==> src/rtl/dvnp_pkg.sv <==
// Package for the dotted variable name parser: codes, reset values and shared types.
package dvnp_pkg;

  // Default width of the saturating number accumulator.
  localparam int unsigned NUM_BITS_DEF = 16;

  // Field widths fixed by the interface.
  localparam int unsigned CH_W    = 8;
  localparam int unsigned IDX_W   = 4;
  localparam int unsigned LEN_W   = 8;
  localparam int unsigned NUMO_W  = 16;
  localparam int unsigned KIND_W  = 2;
  localparam int unsigned STAT_W  = 2;
  localparam int unsigned CFG_W   = 8;
  localparam int unsigned CFGIX_W = 2;

  // Configuration register indexes and reset values.
  localparam logic [CFGIX_W-1:0] REG_MAX_ELEMENTS = 2'd0;
  localparam logic [CFGIX_W-1:0] REG_MAX_NAME_LEN = 2'd1;
  localparam logic [IDX_W-1:0]   MAX_ELEMENTS_RST = 4'd4;
  localparam logic [LEN_W-1:0]   MAX_NAME_LEN_RST = 8'd64;

  // Characters of interest.
  localparam logic [CH_W-1:0] CH_UNDERSCORE = 8'h5F;
  localparam logic [CH_W-1:0] CH_ZERO       = 8'h30;
  localparam logic [CH_W-1:0] CH_NINE       = 8'h39;
  localparam logic [CH_W-1:0] CH_DOT        = 8'h2E;
  localparam logic [CH_W-1:0] CH_LOW_A      = 8'h61;
  localparam logic [CH_W-1:0] CH_LOW_Z      = 8'h7A;
  localparam logic [CH_W-1:0] CH_UP_A       = 8'h41;
  localparam logic [CH_W-1:0] CH_UP_Z       = 8'h5A;

  // Element kinds.
  localparam logic [KIND_W-1:0] KIND_NONE  = 2'd0;
  localparam logic [KIND_W-1:0] KIND_IDENT = 2'd1;
  localparam logic [KIND_W-1:0] KIND_NUM   = 2'd2;

  // Outcome codes.
  localparam logic [STAT_W-1:0] ST_RUN = 2'd0;
  localparam logic [STAT_W-1:0] ST_OK  = 2'd1;
  localparam logic [STAT_W-1:0] ST_ERR = 2'd2;

  typedef enum logic [2:0] {
    PH_START = 3'b001,
    PH_IDENT = 3'b010,
    PH_NUM   = 3'b100
  } phase_t;

  // Parse state apart from the number accumulator.
  typedef struct packed {
    phase_t             phase;
    logic [IDX_W-1:0]   elem_idx;
    logic [LEN_W-1:0]   cur_len;
    logic               skip_rest;
  } parse_state_t;

  // One result item.
  typedef struct packed {
    logic               consumed;
    logic [IDX_W-1:0]   element_index;
    logic [KIND_W-1:0]  element_kind;
    logic [CH_W-1:0]    ident_char;
    logic [LEN_W-1:0]   ident_len;
    logic [NUMO_W-1:0]  num_value;
    logic               done_res;
    logic [STAT_W-1:0]  status;
    logic [IDX_W-1:0]   element_count;
  } result_t;

endpackage

==> src/rtl/dvnp_step.sv <==
// Per-character decision logic of the dotted variable name parser.
module dvnp_step #(
  parameter int unsigned NUM_BITS = dvnp_pkg::NUM_BITS_DEF
) (
  input  dvnp_pkg::parse_state_t            st,
  input  logic [NUM_BITS-1:0]               cur_num,
  input  logic [dvnp_pkg::CH_W-1:0]         ch,
  input  logic                              last,
  input  logic [dvnp_pkg::IDX_W-1:0]        max_elements,
  input  logic [dvnp_pkg::LEN_W-1:0]        max_name_len,
  output dvnp_pkg::parse_state_t            st_next,
  output logic [NUM_BITS-1:0]               cur_num_next,
  output dvnp_pkg::result_t                 res
);

  localparam logic [NUM_BITS-1:0] NMAX = {NUM_BITS{1'b1}};

  logic                              is_alpha;
  logic                              is_digit;
  logic                              is_ident;
  logic [3:0]                        digit;
  logic [NUM_BITS+3:0]               mac;
  logic [NUM_BITS-1:0]               num_sat;
  logic [NUM_BITS+dvnp_pkg::NUMO_W-1:0] num_wide;
  logic [dvnp_pkg::IDX_W:0]          count;
  logic [dvnp_pkg::LEN_W-1:0]        len_inc;
  logic                              fin;
  logic [dvnp_pkg::STAT_W-1:0]       fin_st;
  logic [dvnp_pkg::IDX_W-1:0]        fin_cnt;
  logic                              do_dot;

  assign is_alpha = ((ch >= dvnp_pkg::CH_LOW_A) && (ch <= dvnp_pkg::CH_LOW_Z)) ||
                    ((ch >= dvnp_pkg::CH_UP_A) && (ch <= dvnp_pkg::CH_UP_Z));
  assign is_digit = (ch >= dvnp_pkg::CH_ZERO) && (ch <= dvnp_pkg::CH_NINE);
  assign is_ident = is_alpha || is_digit || (ch == dvnp_pkg::CH_UNDERSCORE);
  assign digit    = ch[3:0];

  // Accumulator times ten plus the new digit, as two shifts and adds.
  assign mac = ({4'b0, cur_num} << 3) + ({4'b0, cur_num} << 1) +
               {{NUM_BITS{1'b0}}, digit};
  assign num_sat = (mac[NUM_BITS+3:NUM_BITS] != 4'b0) ? NMAX : mac[NUM_BITS-1:0];

  assign count   = {1'b0, st.elem_idx} + 1'b1;
  assign len_inc = st.cur_len + 1'b1;

  always_comb begin
    st_next      = st;
    cur_num_next = cur_num;
    res          = '0;
    fin          = 1'b0;
    fin_st       = dvnp_pkg::ST_RUN;
    fin_cnt      = count[dvnp_pkg::IDX_W-1:0];
    do_dot       = 1'b0;
    num_wide     = '0;

    if (st.skip_rest) begin
      // The rest of a finished string is swallowed with an all-zero result.
      if (last) begin
        st_next.phase     = dvnp_pkg::PH_START;
        st_next.elem_idx  = '0;
        st_next.cur_len   = '0;
        st_next.skip_rest = 1'b0;
        cur_num_next      = '0;
      end
    end else begin
      res.element_index = st.elem_idx;
      unique case (st.phase)
        dvnp_pkg::PH_START: begin
          if (st.elem_idx >= max_elements) begin
            fin    = 1'b1;
            fin_st = dvnp_pkg::ST_ERR;
          end else if (is_alpha || (ch == dvnp_pkg::CH_UNDERSCORE)) begin
            st_next.cur_len  = 8'd1;
            res.consumed     = 1'b1;
            res.element_kind = dvnp_pkg::KIND_IDENT;
            res.ident_char   = ch;
            res.ident_len    = 8'd1;
            if (last) begin
              fin    = 1'b1;
              fin_st = dvnp_pkg::ST_OK;
            end else begin
              st_next.phase = dvnp_pkg::PH_IDENT;
            end
          end else if (is_digit) begin
            cur_num_next     = {{(NUM_BITS-4){1'b0}}, digit};
            num_wide         = {{dvnp_pkg::NUMO_W{1'b0}}, cur_num_next};
            res.consumed     = 1'b1;
            res.element_kind = dvnp_pkg::KIND_NUM;
            res.num_value    = num_wide[dvnp_pkg::NUMO_W-1:0];
            if (last) begin
              fin    = 1'b1;
              fin_st = dvnp_pkg::ST_OK;
            end else begin
              st_next.phase = dvnp_pkg::PH_NUM;
            end
          end else begin
            fin    = 1'b1;
            fin_st = dvnp_pkg::ST_ERR;
          end
        end
        dvnp_pkg::PH_IDENT: begin
          if (is_ident) begin
            if (st.cur_len >= max_name_len) begin
              fin    = 1'b1;
              fin_st = dvnp_pkg::ST_ERR;
            end else begin
              st_next.cur_len  = len_inc;
              res.consumed     = 1'b1;
              res.element_kind = dvnp_pkg::KIND_IDENT;
              res.ident_char   = ch;
              res.ident_len    = len_inc;
              if (last) begin
                fin    = 1'b1;
                fin_st = dvnp_pkg::ST_OK;
              end
            end
          end else if (ch == dvnp_pkg::CH_DOT) begin
            do_dot = 1'b1;
          end else begin
            fin    = 1'b1;
            fin_st = dvnp_pkg::ST_OK;
          end
        end
        dvnp_pkg::PH_NUM: begin
          if (is_digit) begin
            cur_num_next     = num_sat;
            num_wide         = {{dvnp_pkg::NUMO_W{1'b0}}, num_sat};
            res.consumed     = 1'b1;
            res.element_kind = dvnp_pkg::KIND_NUM;
            res.num_value    = num_wide[dvnp_pkg::NUMO_W-1:0];
            if (last) begin
              fin    = 1'b1;
              fin_st = dvnp_pkg::ST_OK;
            end
          end else if (st.elem_idx == '0) begin
            // A leading number is a complete name of one element.
            fin    = 1'b1;
            fin_st = dvnp_pkg::ST_OK;
          end else if (ch == dvnp_pkg::CH_DOT) begin
            do_dot = 1'b1;
          end else begin
            fin    = 1'b1;
            fin_st = dvnp_pkg::ST_OK;
          end
        end
        default: begin
          fin    = 1'b1;
          fin_st = dvnp_pkg::ST_ERR;
        end
      endcase

      // A dot closes the element; it fails if it would open one too many
      // or if the string ends on it.
      if (do_dot) begin
        if ((count >= {1'b0, max_elements}) || last) begin
          fin    = 1'b1;
          fin_st = dvnp_pkg::ST_ERR;
        end else begin
          res.consumed     = 1'b1;
          st_next.elem_idx = count[dvnp_pkg::IDX_W-1:0];
          st_next.phase    = dvnp_pkg::PH_START;
          st_next.cur_len  = '0;
          cur_num_next     = '0;
        end
      end

      if (fin) begin
        res.done_res      = 1'b1;
        res.status        = fin_st;
        res.element_count = (fin_st == dvnp_pkg::ST_OK) ? fin_cnt : '0;
        if (last) begin
          st_next.phase     = dvnp_pkg::PH_START;
          st_next.elem_idx  = '0;
          st_next.cur_len   = '0;
          st_next.skip_rest = 1'b0;
          cur_num_next      = '0;
        end else begin
          st_next.skip_rest = 1'b1;
        end
      end
    end
  end

endmodule

==> src/rtl/dotted_variable_name_parser_core.sv <==
// Top level of the dotted variable name parser: handshakes, registers and configuration.
//
// The block reads a string one character per item on the input channel
// (ch, last) and returns exactly one result item per character on the output
// channel. Both channels use valid and stall: an item moves at a rising edge
// where valid is high and stall is low.
// An accepted character is held in an input register. The decision logic
// evaluates it against the parse state, and the result is written to the
// output register once that register is free or is being emptied; the
// receiver takes it from there. One character is accepted per cycle as
// long as the receiver keeps taking results; throughput is one item per
// clock. When the receiver stalls, the output register holds its result
// and the input register holds the next character; once both are full the
// block raises in_stall until the receiver takes the pending result.
// Configuration registers (max_elements, max_name_len) are written through
// cfg_we, cfg_index and cfg_data and should only change while the block is
// idle. A synchronous reset empties both registers, returns the parser to
// the start of a fresh string and loads the configuration defaults.
module dotted_variable_name_parser_core #(
  parameter int unsigned NUM_BITS = dvnp_pkg::NUM_BITS_DEF
) (
  input  logic                              clk,
  input  logic                              rst,
  // Configuration write port.
  input  logic                              cfg_we,
  input  logic [dvnp_pkg::CFGIX_W-1:0]      cfg_index,
  input  logic [dvnp_pkg::CFG_W-1:0]        cfg_data,
  // Input channel.
  input  logic                              in_valid,
  output logic                              in_stall,
  input  logic [dvnp_pkg::CH_W-1:0]         ch,
  input  logic                              last,
  // Output channel.
  output logic                              out_valid,
  input  logic                              out_stall,
  output logic                              consumed,
  output logic [dvnp_pkg::IDX_W-1:0]        element_index,
  output logic [dvnp_pkg::KIND_W-1:0]       element_kind,
  output logic [dvnp_pkg::CH_W-1:0]         ident_char,
  output logic [dvnp_pkg::LEN_W-1:0]        ident_len,
  output logic [dvnp_pkg::NUMO_W-1:0]       num_value,
  output logic                              done_res,
  output logic [dvnp_pkg::STAT_W-1:0]       status,
  output logic [dvnp_pkg::IDX_W-1:0]        element_count
);

  logic [dvnp_pkg::IDX_W-1:0] max_elements;
  logic [dvnp_pkg::LEN_W-1:0] max_name_len;

  // Input register.
  logic                       in_full;
  logic [dvnp_pkg::CH_W-1:0]  in_ch;
  logic                       in_last;

  // Parse state.
  dvnp_pkg::parse_state_t     st;
  dvnp_pkg::parse_state_t     st_next;
  logic [NUM_BITS-1:0]        cur_num;
  logic [NUM_BITS-1:0]        cur_num_next;

  // Output register.
  dvnp_pkg::result_t          res;
  dvnp_pkg::result_t          res_next;

  logic                       advance;
  logic                       take_in;

  // The held character moves on whenever the output register is free or is
  // being emptied in this cycle.
  assign advance  = in_full && (!out_valid || !out_stall);
  assign in_stall = in_full && !advance;
  assign take_in  = in_valid && !in_stall;

  always_ff @(posedge clk) begin
    if (rst) begin
      max_elements <= dvnp_pkg::MAX_ELEMENTS_RST;
      max_name_len <= dvnp_pkg::MAX_NAME_LEN_RST;
    end else if (cfg_we) begin
      unique case (cfg_index)
        dvnp_pkg::REG_MAX_ELEMENTS: max_elements <= cfg_data[dvnp_pkg::IDX_W-1:0];
        dvnp_pkg::REG_MAX_NAME_LEN: max_name_len <= cfg_data[dvnp_pkg::LEN_W-1:0];
        default: ;
      endcase
    end
  end

  always_ff @(posedge clk) begin
    if (rst) begin
      in_full <= 1'b0;
    end else if (take_in) begin
      in_full <= 1'b1;
    end else if (advance) begin
      in_full <= 1'b0;
    end
  end

  always_ff @(posedge clk) begin
    if (take_in) begin
      in_ch   <= ch;
      in_last <= last;
    end
  end

  dvnp_step #(
    .NUM_BITS(NUM_BITS)
  ) u_step (
    .st           (st),
    .cur_num      (cur_num),
    .ch           (in_ch),
    .last         (in_last),
    .max_elements (max_elements),
    .max_name_len (max_name_len),
    .st_next      (st_next),
    .cur_num_next (cur_num_next),
    .res          (res_next)
  );

  // Parse state advances once per character, together with its result.
  always_ff @(posedge clk) begin
    if (rst) begin
      st.phase     <= dvnp_pkg::PH_START;
      st.elem_idx  <= '0;
      st.cur_len   <= '0;
      st.skip_rest <= 1'b0;
      cur_num      <= '0;
    end else if (advance) begin
      st      <= st_next;
      cur_num <= cur_num_next;
    end
  end

  always_ff @(posedge clk) begin
    if (rst) begin
      out_valid <= 1'b0;
    end else if (advance) begin
      out_valid <= 1'b1;
    end else if (!out_stall) begin
      out_valid <= 1'b0;
    end
  end

  always_ff @(posedge clk) begin
    if (advance) begin
      res <= res_next;
    end
  end

  assign consumed      = res.consumed;
  assign element_index = res.element_index;
  assign element_kind  = res.element_kind;
  assign ident_char    = res.ident_char;
  assign ident_len     = res.ident_len;
  assign num_value     = res.num_value;
  assign done_res      = res.done_res;
  assign status        = res.status;
  assign element_count = res.element_count;

endmodule

==> config.mk <==
export PLATFORM = sky130hd
export DESIGN_NAME = dotted_variable_name_parser_core
export DESIGN_NICKNAME = d
export VERILOG_FILES = /design/src/rtl/dvnp_pkg.sv /design/src/rtl/dvnp_step.sv /design/src/rtl/dotted_variable_name_parser_core.sv
export SDC_FILE = /design/constraint.sdc
export NUM_CORES = 1
export LEC_CHECK = 0
export BUFFER_PORTS_ARGS = -buffer_cell sky130_fd_sc_hd__buf_2
export CORE_UTILIZATION = 25
export CTS_CLUSTER_DIAMETER = 100
export DETAILED_ROUTE_END_ITERATION = 16
export PLACE_DENSITY = 0.45
export SLEW_MARGIN = 0
export SYNTH_ARGS = -nofsm -noshare
export SYNTH_HDL_FRONTEND = slang
export SYNTH_SLANG_ARGS = --single-unit
==> constraint.sdc <==
create_clock -name clk -period 4.1 [get_ports clk]
set_clock_uncertainty 0.1 [all_clocks]
set_input_delay 0.82 -clock clk [delete_from_list [all_inputs] [get_ports clk]]
set_output_delay 0.82 -clock clk [all_outputs]
set_load 0.01 [all_outputs]
==> results of run 1 <==
cell type report:
type	instances	area, µm²
fillers	2482	16000
clock buffers	11	233
inverters	24	90.1
multi-input cells	467	3130
repair buffers	85	460
flip-flops and latches	101	2570
clock inverters	5	76.3
well taps	313	392
how the worst max path moves through the flow:
stage	startpoint	endpoint	slack, ps
global placement	in_ch[3]$_DFFE_PP_	num_value[0]$_SDFFCE_PP0P_	320
floorplan	in_ch[3]$_DFFE_PP_	num_value[3]$_SDFFCE_PP0P_	360
finish	in_ch[3]$_DFFE_PP_	num_value[0]$_SDFFCE_PP0P_	290
CTS	in_ch[3]$_DFFE_PP_	num_value[0]$_SDFFCE_PP0P_	260
detailed placement	in_ch[3]$_DFFE_PP_	num_value[0]$_SDFFCE_PP0P_	270
global route	in_ch[3]$_DFFE_PP_	num_value[0]$_SDFFCE_PP0P_	4
synthesized netlist by cell type (7+ instances only):
cell      instances  area (µm²)
nor3_1           12        60.1
a22oi_1           7        52.6
o21ai_0          24         120
a21o_1           11        82.6
mux2i_1           8        80.1
dfxtp_1          46         921
inv_1            24        90.1
a21oi_1          42         210
edfxtp_1         55        1650
a211oi_1          7        52.6
nand3_1          13        65.1
clkbuf_1         20        75.1
nor2b_1           7        43.8
and3_1            9        56.3
nor3b_1          15         113
nand3b_1          9        67.6
ha_1             51         638
o22ai_1          11        68.8
nand2_1          43         161
and2_1           11        68.8
xor2_1            9        78.8
nor2_1           83         312
xnor2_1          14         123
nand2b_1         12        75.1
per-stage QoR:
| step | area [µm²] | power (W) | setup WS, ps | instances |
|---|---|---|---|---|
| after global placement | 6640 | 0.00132 | 319 | 990 |
| after CTS | 6950 | 0.00225 | 258 | 1006 |
| after floorplan | 5910 | 0.00125 | 362 | 619 |
| after detailed placement | 6640 | 0.00132 | 272 | 990 |
| after global routing | 6950 | 0.00230 | 4.10 | 1006 |
| final | 6950 | 0.00221 | 295 | 1006 |
state kept, by name, summed over array words and instances (netlist names):
signal         cells
consumed           1
cur_num           16
done_res           1
element_count      4
element_index      4
element_kind       2
ident_char         8
ident_len          8
in_ch              8
in_full            1
in_last            1
max_elements       4
max_name_len       8
num_value         16
out_valid          1
st                16
status             2
cells in the final DEF (no fill, tap or decap), types with 12 or more instances in the layout:
cell type	netlist	layout
a21oi_1	42	42
buf_2	3	71
buf_4	0	14
dfxtp_1	46	46
edfxtp_1	55	55
ha_1	51	51
inv_1	24	23
nand2_1	43	43
nand2b_1	12	12
nand3_1	13	13
nor2_1	83	83
nor3_1	12	12
nor3b_1	15	15
o21ai_0	24	24
xnor2_1	14	14
cells by family after synthesis:
group	share of synthesized area
and+or+nand+nor	0.193
AOI/OAI and AO/OA	0.173
DFF	0.435
adders and majority gates	0.115
buffers and inverters	0.0356
xor gates and xnor gates	0.0341
muxes	0.0136
other	0.000635
power by group:
part	switching (W)	leakage, nW	internal, W
clock	0.000377	0.147	0.000533
combinational	0.000115	1.74	0.0000633
sequential	0.0000162	0.884	0.00110
worst max-delay path, cell delays in order, from the launching register on:
cell       delay [ps]
edfxtp_1          430
fa_1              570
inv_1              60
fa_1              450
nand2b_1          180
a21o_1            200
a2111oi_1         390
nor3_1            100
xnor2_1           130
or4_1             430
buf_4             220
a22oi_1           230
nor2_1             60
per-layer routing:
metal | vias to the layer above | GRT usage | share of wire
met5 | - | 0 | 0
met4 | 0 | 0.0285 | 0.0064
met3 | 6 | 0.0289 | 0.037
met2 | 81 | 0.223 | 0.49
met1 | 2255 | 0.168 | 0.47
li1 | 2388 | - | -
repair_timing:
| action | 4_1_cts | 5_1_grt |
|---|---|---|
| setup endpoints to repair | 0 | 1 |
| hold endpoints to repair | 0 | 0 |
| gates resized for setup | 0 | 1 |
==> out/metrics.yaml, run 1 <==
run_status:
  outcome: "finished, final reports clean"
die:
  die_x_um: 156
  row_count: 55
  core_area_um2: 22900
  ios: 72
  die_y_um: 156
  die_area_um2: 24200
  start_util: 0.258
hold_path:
  min_path_cells: 2
  whs_endpoint: "out_valid$_SDFFE_PP0P_"
  min_path_type: "register to register"
  hold_path_startpoint: "in_full$_SDFFE_PP0P_"
worst_setup_path:
  cp_data_required_time_ps: 4100
  arrival_ps: 3800
  reg2reg_depth: 12
  crit_type: "register to register"
  reg2reg_from: "in_ch[3]$_DFFE_PP_"
  end_kind: "register"
  rr_endpoint: "num_value[0]$_SDFFCE_PP0P_"
  start_kind: "register"
  r2r_setup_slack_ps: 290
  cp_max_fo: 16
detailed_routing:
  drt-total-wl_um: 15000
  drtIter0Drc: 242
  ant_nets: 0
  route.detailed.drc: 0
  viasPerCell: 4.70
  wl_per_cell_um: 14.9
  first_pass_iters: 4
  vias: 4730
placed_design:
  dp_hpwl_um: 11400
  gp_congestion: 0.849
  port_buffers: 71
run:
  maxCapViolations: 0
finish:
  layout-drive-gt1-share: 0.162
  fin_nets: 765
  fin_util: 0.303
  syn_to_final_growth_pct: 17.6
  num_antenna_cells: 0
sta:
  setup_tns_ps: 0
  whs_ps: 392
  fin_crit_sh: 0.928
  final-max-slew-violation-count: 0
  worstMarginPinSlew_ps: 823
  relSlewSlack: 0.450
  rsz0062_at_grt: "false"
  max_freq_mhz: 263
  final-hold-violation-count: 0
  finalSetupViolations: 0
  fin_crit_ps: 3810
synthesis:
  synth_top_flop_cell: "edfxtp_1"
  synthCells: 619
  async_flop_share: 0
  ys_ff_latch: 101
  synth.avg_cell_area_um2: 9.54
  yosysWarnings: 0
  synth-edff-count: 55
  yosysSeqAreaShare: 0.436
  syn_nets: 696
  synth_cell_types: 67
  syn-cell-area_um2: 5910
global_route:
  gr-total-overflow: 0
  grt_pass1_wl_um: 24800
  antenna_found_initial: 0
  grt_pass1_vias: 4659
  grt_max_degree: 34
  grt_usage: 0.131
clocking:
  insertion_delay_ps: 350
  cts_tree: "built"
  numCtsBuffers: 9
  htree_levels: 3
  clockRootBuffer: "clkbuf_16"
  clkTransAtPathRegs_ps: 70
  postCtsSetupRepairBufs: 0
  cts_sinks: 101
  hold_buffers: 0
  cts_max_path_buffers: 2
power:
  p_per_area_nw_per_um2: 318
  p_leak_nw: 2.77
  peakVddDrop_v: 0.000161
Note: power is estimated with default switching activity, not from simulation.
==> run 2, diff against run 1 <==
==> constraint.sdc (replaced) <==
create_clock -name clk -period 4.1 [get_ports clk]
set_clock_uncertainty 0.1 [all_clocks]
set_input_delay 0.41 -clock clk [delete_from_list [all_inputs] [get_ports clk]]
set_output_delay 0.41 -clock clk [all_outputs]
set_load 0.01 [all_outputs]
==> out/metrics.yaml, run 2 (synthesized netlist as in run 1, its figures left out) <==
run_status:
  outcome: "finished, final reports clean"
sta:
  worstMarginPinSlew_ps: 1080  # +254 ps
  finalSetupViolations: 0  # unchanged
  rsz0062_at_grt: "false"
  relSlewSlack: 0.281  # -0.169
  setup_tns_ps: 0  # unchanged
  final-max-slew-violation-count: 0  # unchanged
  fin_crit_ps: 3800  # -1.68 ps
  layout_setup_ws_ps: 296  # +1.68 ps
  final-hold-violation-count: 0  # unchanged
  max_freq_mhz: 263  # about the same
  fin_crit_sh: 0.928  # about the same
placed_design:
  dp_hpwl_um: 11400  # -0.54%
  port_buffers: 71  # unchanged
  gp_congestion: 0.848  # -0.14%
  pre_cts_ws_ps: 295  # +23.2 ps
worst_setup_path:
  end_kind: "register"
  cp_max_fo: 16  # unchanged
  reg2reg_depth: 12  # unchanged
  crit_top_cell: "fa_1"
  arrival_ps: 3780  # -20 ps
  start_kind: "register"
  crit_type: "register to register"
  critPathMaxStageDelay_ps: 570  # about the same
  worstPathCellList: "fa_1, inv_1, fa_1, nand2b_1, a21o_1, a2111oi_0, nor3_1, xnor2_1, or4_1, buf_4, a22oi_1, nor2_1"
  cp_data_required_time_ps: 4080  # -20 ps
  cp_slowest_cell: "fa_1"
die:
  ios: 72  # unchanged
  row_count: 55  # unchanged
  die_area_um2: 24200  # unchanged
  die_x_um: 156  # unchanged
  start_util: 0.258  # unchanged
  core_area_um2: 22900  # unchanged
  die_y_um: 156  # unchanged
clocking:
  htree_levels: 3  # unchanged
  clockRootBuffer: "clkbuf_16"
  cts_tree: "built"
  insertion_delay_ps: 350  # about the same
  clkTransAtPathRegs_ps: 70  # about the same
  cts_max_path_buffers: 2  # unchanged
  postCtsSetupRepairBufs: 0  # unchanged
  hold_buffers: 0  # unchanged
  numCtsBuffers: 9  # unchanged
  cts-resized-gates: 0  # unchanged
  cts_sinks: 101  # unchanged
finish:
  syn_to_final_growth_pct: 17.4
  fin_nets: 762  # -0.39%
  layout-drive-gt1-share: 0.162  # +0.000703
  register_area_um2: 2570  # unchanged
  layout_commonest_cell: "nor2_1"
  fill_cells: 2472  # -0.40%
  mostFrequentLayoutCells: "83 x nor2_1, 71 x buf_2, 55 x edfxtp_1"
  multiInputGateArea_um2: 3120  # about the same
  num_antenna_cells: 0  # unchanged
detailed_routing:
  viasPerCell: 4.65  # -1.2%
  wl_per_cell_um: 15.0  # +0.19%
  drt-total-wl_um: 15000  # -0.11%
  ant_nets: 0  # unchanged
  vias: 4661  # -1.5%
  route.detailed.drc: 0  # unchanged
  drtIter0Drc: 191  # -21%
  first_pass_iters: 4  # unchanged
global_route:
  grt_pass1_wl_um: 25000  # +0.58%
  gr-total-overflow: 0  # unchanged
  grt_pass1_vias: 4652  # -0.15%
  grt_usage: 0.132  # +0.00125
  antenna_found_initial: 0  # unchanged
  grt_max_degree: 49  # +44%
hold_path:
  min_path_cells: 1  # -1
  min_path_type: "input port to register"
power:
  p_per_area_nw_per_um2: 318  # +0.15%
  p_leak_nw: 2.77  # about the same
  peakVddDrop_v: 0.000177  # +11%
run:
  maxCapViolations: 0  # unchanged
==> run 2: worst max-delay path, delay by kind of cell, from the launching register on <==
| family | cells | cell delay (ps) |
|---|---|---|
| buffers and inverters | 2 | 280 |
| flip-flops | 1 | 410 |
| XOR/XNOR | 1 | 130 |
| AND/OR/NAND/NOR | 4 | 760 |
| AO/OA/AOI/OAI | 3 | 810 |
| adder cells (fa/ha/maj) | 2 | 1020 |
==> run 2: per-layer routing <==
layer	wire [µm]	share of wire	vias up	track usage
met5	0	0	-	0
met3	512	0.034	8	0.0289
met1	7000	0.47	2198	0.169
met4	147	0.0098	0	0.0313
li1	-	-	2381	-
met2	7360	0.49	74	0.225
==> run 2: worst paths after layout <==
check                       start                    endpoint  slack, ps
max            in_ch[3]$_DFFE_PP_  num_value[0]$_SDFFCE_PP0P_        300
min reg2reg  in_full$_SDFFE_PP0P_      out_valid$_SDFFE_PP0P_        390
min                         ch[5]          in_ch[5]$_DFFE_PP_        130
max reg2reg    in_ch[3]$_DFFE_PP_  num_value[0]$_SDFFCE_PP0P_        300
==> run 2: layout make-up <==
type	instances	share of cell area
well taps	313	0.0565
clock buffers	12	0.0417
repair buffers	82	0.0631
inverters	24	0.0130
flip-flops and latches	101	0.371
clock inverters	4	0.00433
multi-input cells	467	0.450
==> run 2: power by group <==
part / internal, W / switching (W) / total (W)
clock: 0.000508 / 0.000404 / 0.000912
sequential: 0.00110 / 0.0000212 / 0.00112
combinational: 0.0000607 / 0.000109 / 0.000170
==> run 2: per-stage QoR <==
stage | instances | power [W] | utilization | hold slack [ps] | area, µm²
3_3_place_gp | 987 | 0.00132 | 0.289 | 374 | 6620
6_report | 1003 | 0.00221 | 0.303 | 132 | 6940
5_1_grt | 1003 | 0.00230 | 0.303 | 109 | 6940
4_1_cts | 1003 | 0.00224 | 0.303 | 116 | 6940
3_5_place_dp | 987 | 0.00132 | 0.289 | 376 | 6620
2_1_floorplan | 619 | 0.00125 | - | 351 | 5910
==> run 3, diff against run 2 <==
==> constraint.sdc (replaced) <==
create_clock -name clk -period 3.7 [get_ports clk]
set_clock_uncertainty 0.1 [all_clocks]
set_input_delay 0.37 -clock clk [delete_from_list [all_inputs] [get_ports clk]]
set_output_delay 0.37 -clock clk [all_outputs]
set_load 0.01 [all_outputs]
==> out/metrics.yaml, run 3 (synthesized netlist as in run 1, its figures left out) <==
run_status:
  outcome: "finished, final reports clean"
clocking:
  clockRootBuffer: "clkbuf_16"
  cts_max_path_buffers: 2  # unchanged
  cts_tree: "built"
  postCtsSetupRepairBufs: 0  # unchanged
  numCtsBuffers: 9  # unchanged
  insertion_delay_ps: 360  # about the same
  hold_buffers: 0  # unchanged
  htree_levels: 3  # unchanged
  clkTransAtPathRegs_ps: 70  # about the same
  cts_sinks: 101  # unchanged
finish:
  num_antenna_cells: 0  # unchanged
  layout-drive-gt1-share: 0.197  # +0.0343
  fin_nets: 784  # +2.9%
  layout_commonest_cell: "nor2_1"
  mostFrequentLayoutCells: "81 x nor2_1, 71 x buf_2, 55 x edfxtp_1"
  syn_to_final_growth_pct: 21.4
  fin_util: 0.313  # +0.0102
  fin_cells: 1025  # +2.2%
power:
  finalPower_w: 0.00241  # +9.1%
  clkPwrFrac: 0.401  # -0.013
  p_switching_w: 0.000585  # +9.5%
  peakVddDrop_v: 0.000201  # +13%
  p_leak_nw: 2.89  # +4.3%
  p_int_w: 0.00182  # +8.9%
  p_per_area_nw_per_um2: 336  # +5.5%
  p_sw_frac: 0.243  # +0.000939
  combPwrFrac: 0.083  # +0.006
  seq_power_share: 0.516  # +0.007
worst_setup_path:
  rr_endpoint: "num_value[9]$_SDFFCE_PP0P_"
  r2r_setup_slack_ps: 150  # -150 ps
  crit_start: "in_ch[3]$_DFFE_PP_"
  arrival_ps: 3550  # -230 ps
  crit_type: "register to register"
  cp_max_fo: 12  # -4
  reg2reg_depth: 13  # +1
  cp_data_required_time_ps: 3690  # -390 ps
  start_kind: "register"
  end_kind: "register"
  crit_end: "num_value[9]$_SDFFCE_PP0P_"
  reg2reg_from: "in_ch[3]$_DFFE_PP_"
die:
  core_area_um2: 22900  # unchanged
  row_count: 55  # unchanged
  ios: 72  # unchanged
  start_util: 0.258  # unchanged
  die_x_um: 156  # unchanged
  die_area_um2: 24200  # unchanged
  die_y_um: 156  # unchanged
detailed_routing:
  wl_per_cell_um: 15.2  # +1.4%
  ant_nets: 0  # unchanged
  route.detailed.drc: 0  # unchanged
  vias: 4766  # +2.3%
  viasPerCell: 4.65  # about the same
  drtIter0Drc: 245  # +28%
  drt-total-wl_um: 15600  # +3.7%
  first_pass_iters: 4  # unchanged
global_route:
  grt_pass1_vias: 4727  # +1.6%
  grt_usage: 0.134  # +0.00209
  antenna_found_initial: 0  # unchanged
  grt_max_degree: 28  # -43%
  grtUsageMet3: 0.0242  # -0.00472
  grt-busiest-layer: "met2"
  use_met1: 0.166  # -0.00293
  met2_usage: 0.235  # +0.0100
  grt_pass1_wl_um: 25100  # +0.52%
  gr-total-overflow: 0  # unchanged
sta:
  worstMarginPinSlew_ps: 873  # -204 ps
  fin_crit_sh: 0.961  # +0.0331
  final-hold-violation-count: 0  # unchanged
  setup_tns_ps: 0  # unchanged
  fin_crit_ps: 3550  # -249 ps
  max_freq_mhz: 281  # +7.0%
  whs_ps: 87.0  # -45.3 ps
  finalSetupViolations: 0  # unchanged
  relSlewSlack: 0.417  # +0.136
  final-max-slew-violation-count: 0  # unchanged
placed_design:
  placed_cells: 1008  # +2.1%
  port_buffers: 71  # unchanged
  gp_congestion: 0.819  # -3.4%
  dp_hpwl_um: 11800  # +3.6%
run:
  maxCapViolations: 0  # unchanged
hold_path:
  min_path_type: "input port to register"
-- run 3: cell types whose count changed in the layout (fill, tap and decap cells not counted), sizes merged --
cell	delta
inv	-2
buf	+21
clkbuf	-2
clkinv	+3
bufinv	+1
bufbuf	+1
-- run 3: power by group through the flow --
| stage | Clock [W] | Sequential (W) | Combinational (W) |
|---|---|---|---|
| final | 0.000966 | 0.00124 | 0.000199 |
| after global routing | 0.00103 | 0.00125 | 0.000223 |
| after CTS | 0.00100 | 0.00124 | 0.000204 |
| after detailed placement | 0 | 0.00127 | 0.000203 |
| after global placement | 0 | 0.00127 | 0.000203 |
| after floorplan | 0 | 0.00128 | 0.000105 |
-- run 3: area by class of cell --
class / count / area, µm²
multi-input combinational: 467 / 3180
clock inverter: 6 / 61.3
sequential: 101 / 2570
inverter: 24 / 90.1
clock buffer: 10 / 229
timing repair buffer: 104 / 648
fill: 2412 / 15700
tap: 313 / 392
-- run 3: repair_timing --
| action | 4_1_cts | 5_1_grt |
|---|---|---|
| endpoints found under the hold margin | 0 | 0 |
| resized for setup | 6 | 9 |
| gates cloned | 1 | 0 |
| pin swaps | 4 | 2 |
| setup endpoints to repair | 12 | 31 |
-- run 3: through the flow --
step,worst slack [ps],instance area [µm²]
final,145,7170
after global routing,-8.37,7170
after CTS,10.3,7130
after global placement,-11.4,6790
after detailed placement,-42.5,6790
after floorplan,9.44,5910
-- run 3: worst min path at each step --
stage / to / startpoint / cells after the start
detailed placement: out_valid$_SDFFE_PP0P_ / in_full$_SDFFE_PP0P_ / 2
floorplan: out_valid$_SDFFE_PP0P_ / in_full$_SDFFE_PP0P_ / 2
finish: in_ch[6]$_DFFE_PP_ / ch[6] / 1
global route: in_ch[6]$_DFFE_PP_ / ch[6] / 1
CTS: in_ch[6]$_DFFE_PP_ / ch[6] / 1
global placement: out_valid$_SDFFE_PP0P_ / in_full$_SDFFE_PP0P_ / 2
-- run 3: metal layers --
layer	up-vias	wire length, µm
li1	2431	-
met1	2252	7220
met2	70	7650
met3	13	487
met4	0	218
met5	-	0
-- run 3: worst max-delay path, stage by stage (launching register included) --
cell,delay [ps]
edfxtp_1,410
fa_1,520
inv_1,70
fa_2,390
nand2b_4,150
a21o_1,210
a31o_1,220
nand4_1,90
o311ai_1,100
or4_4,560
buf_8,170
buf_12,140
nor2_1,110
nor2_1,60
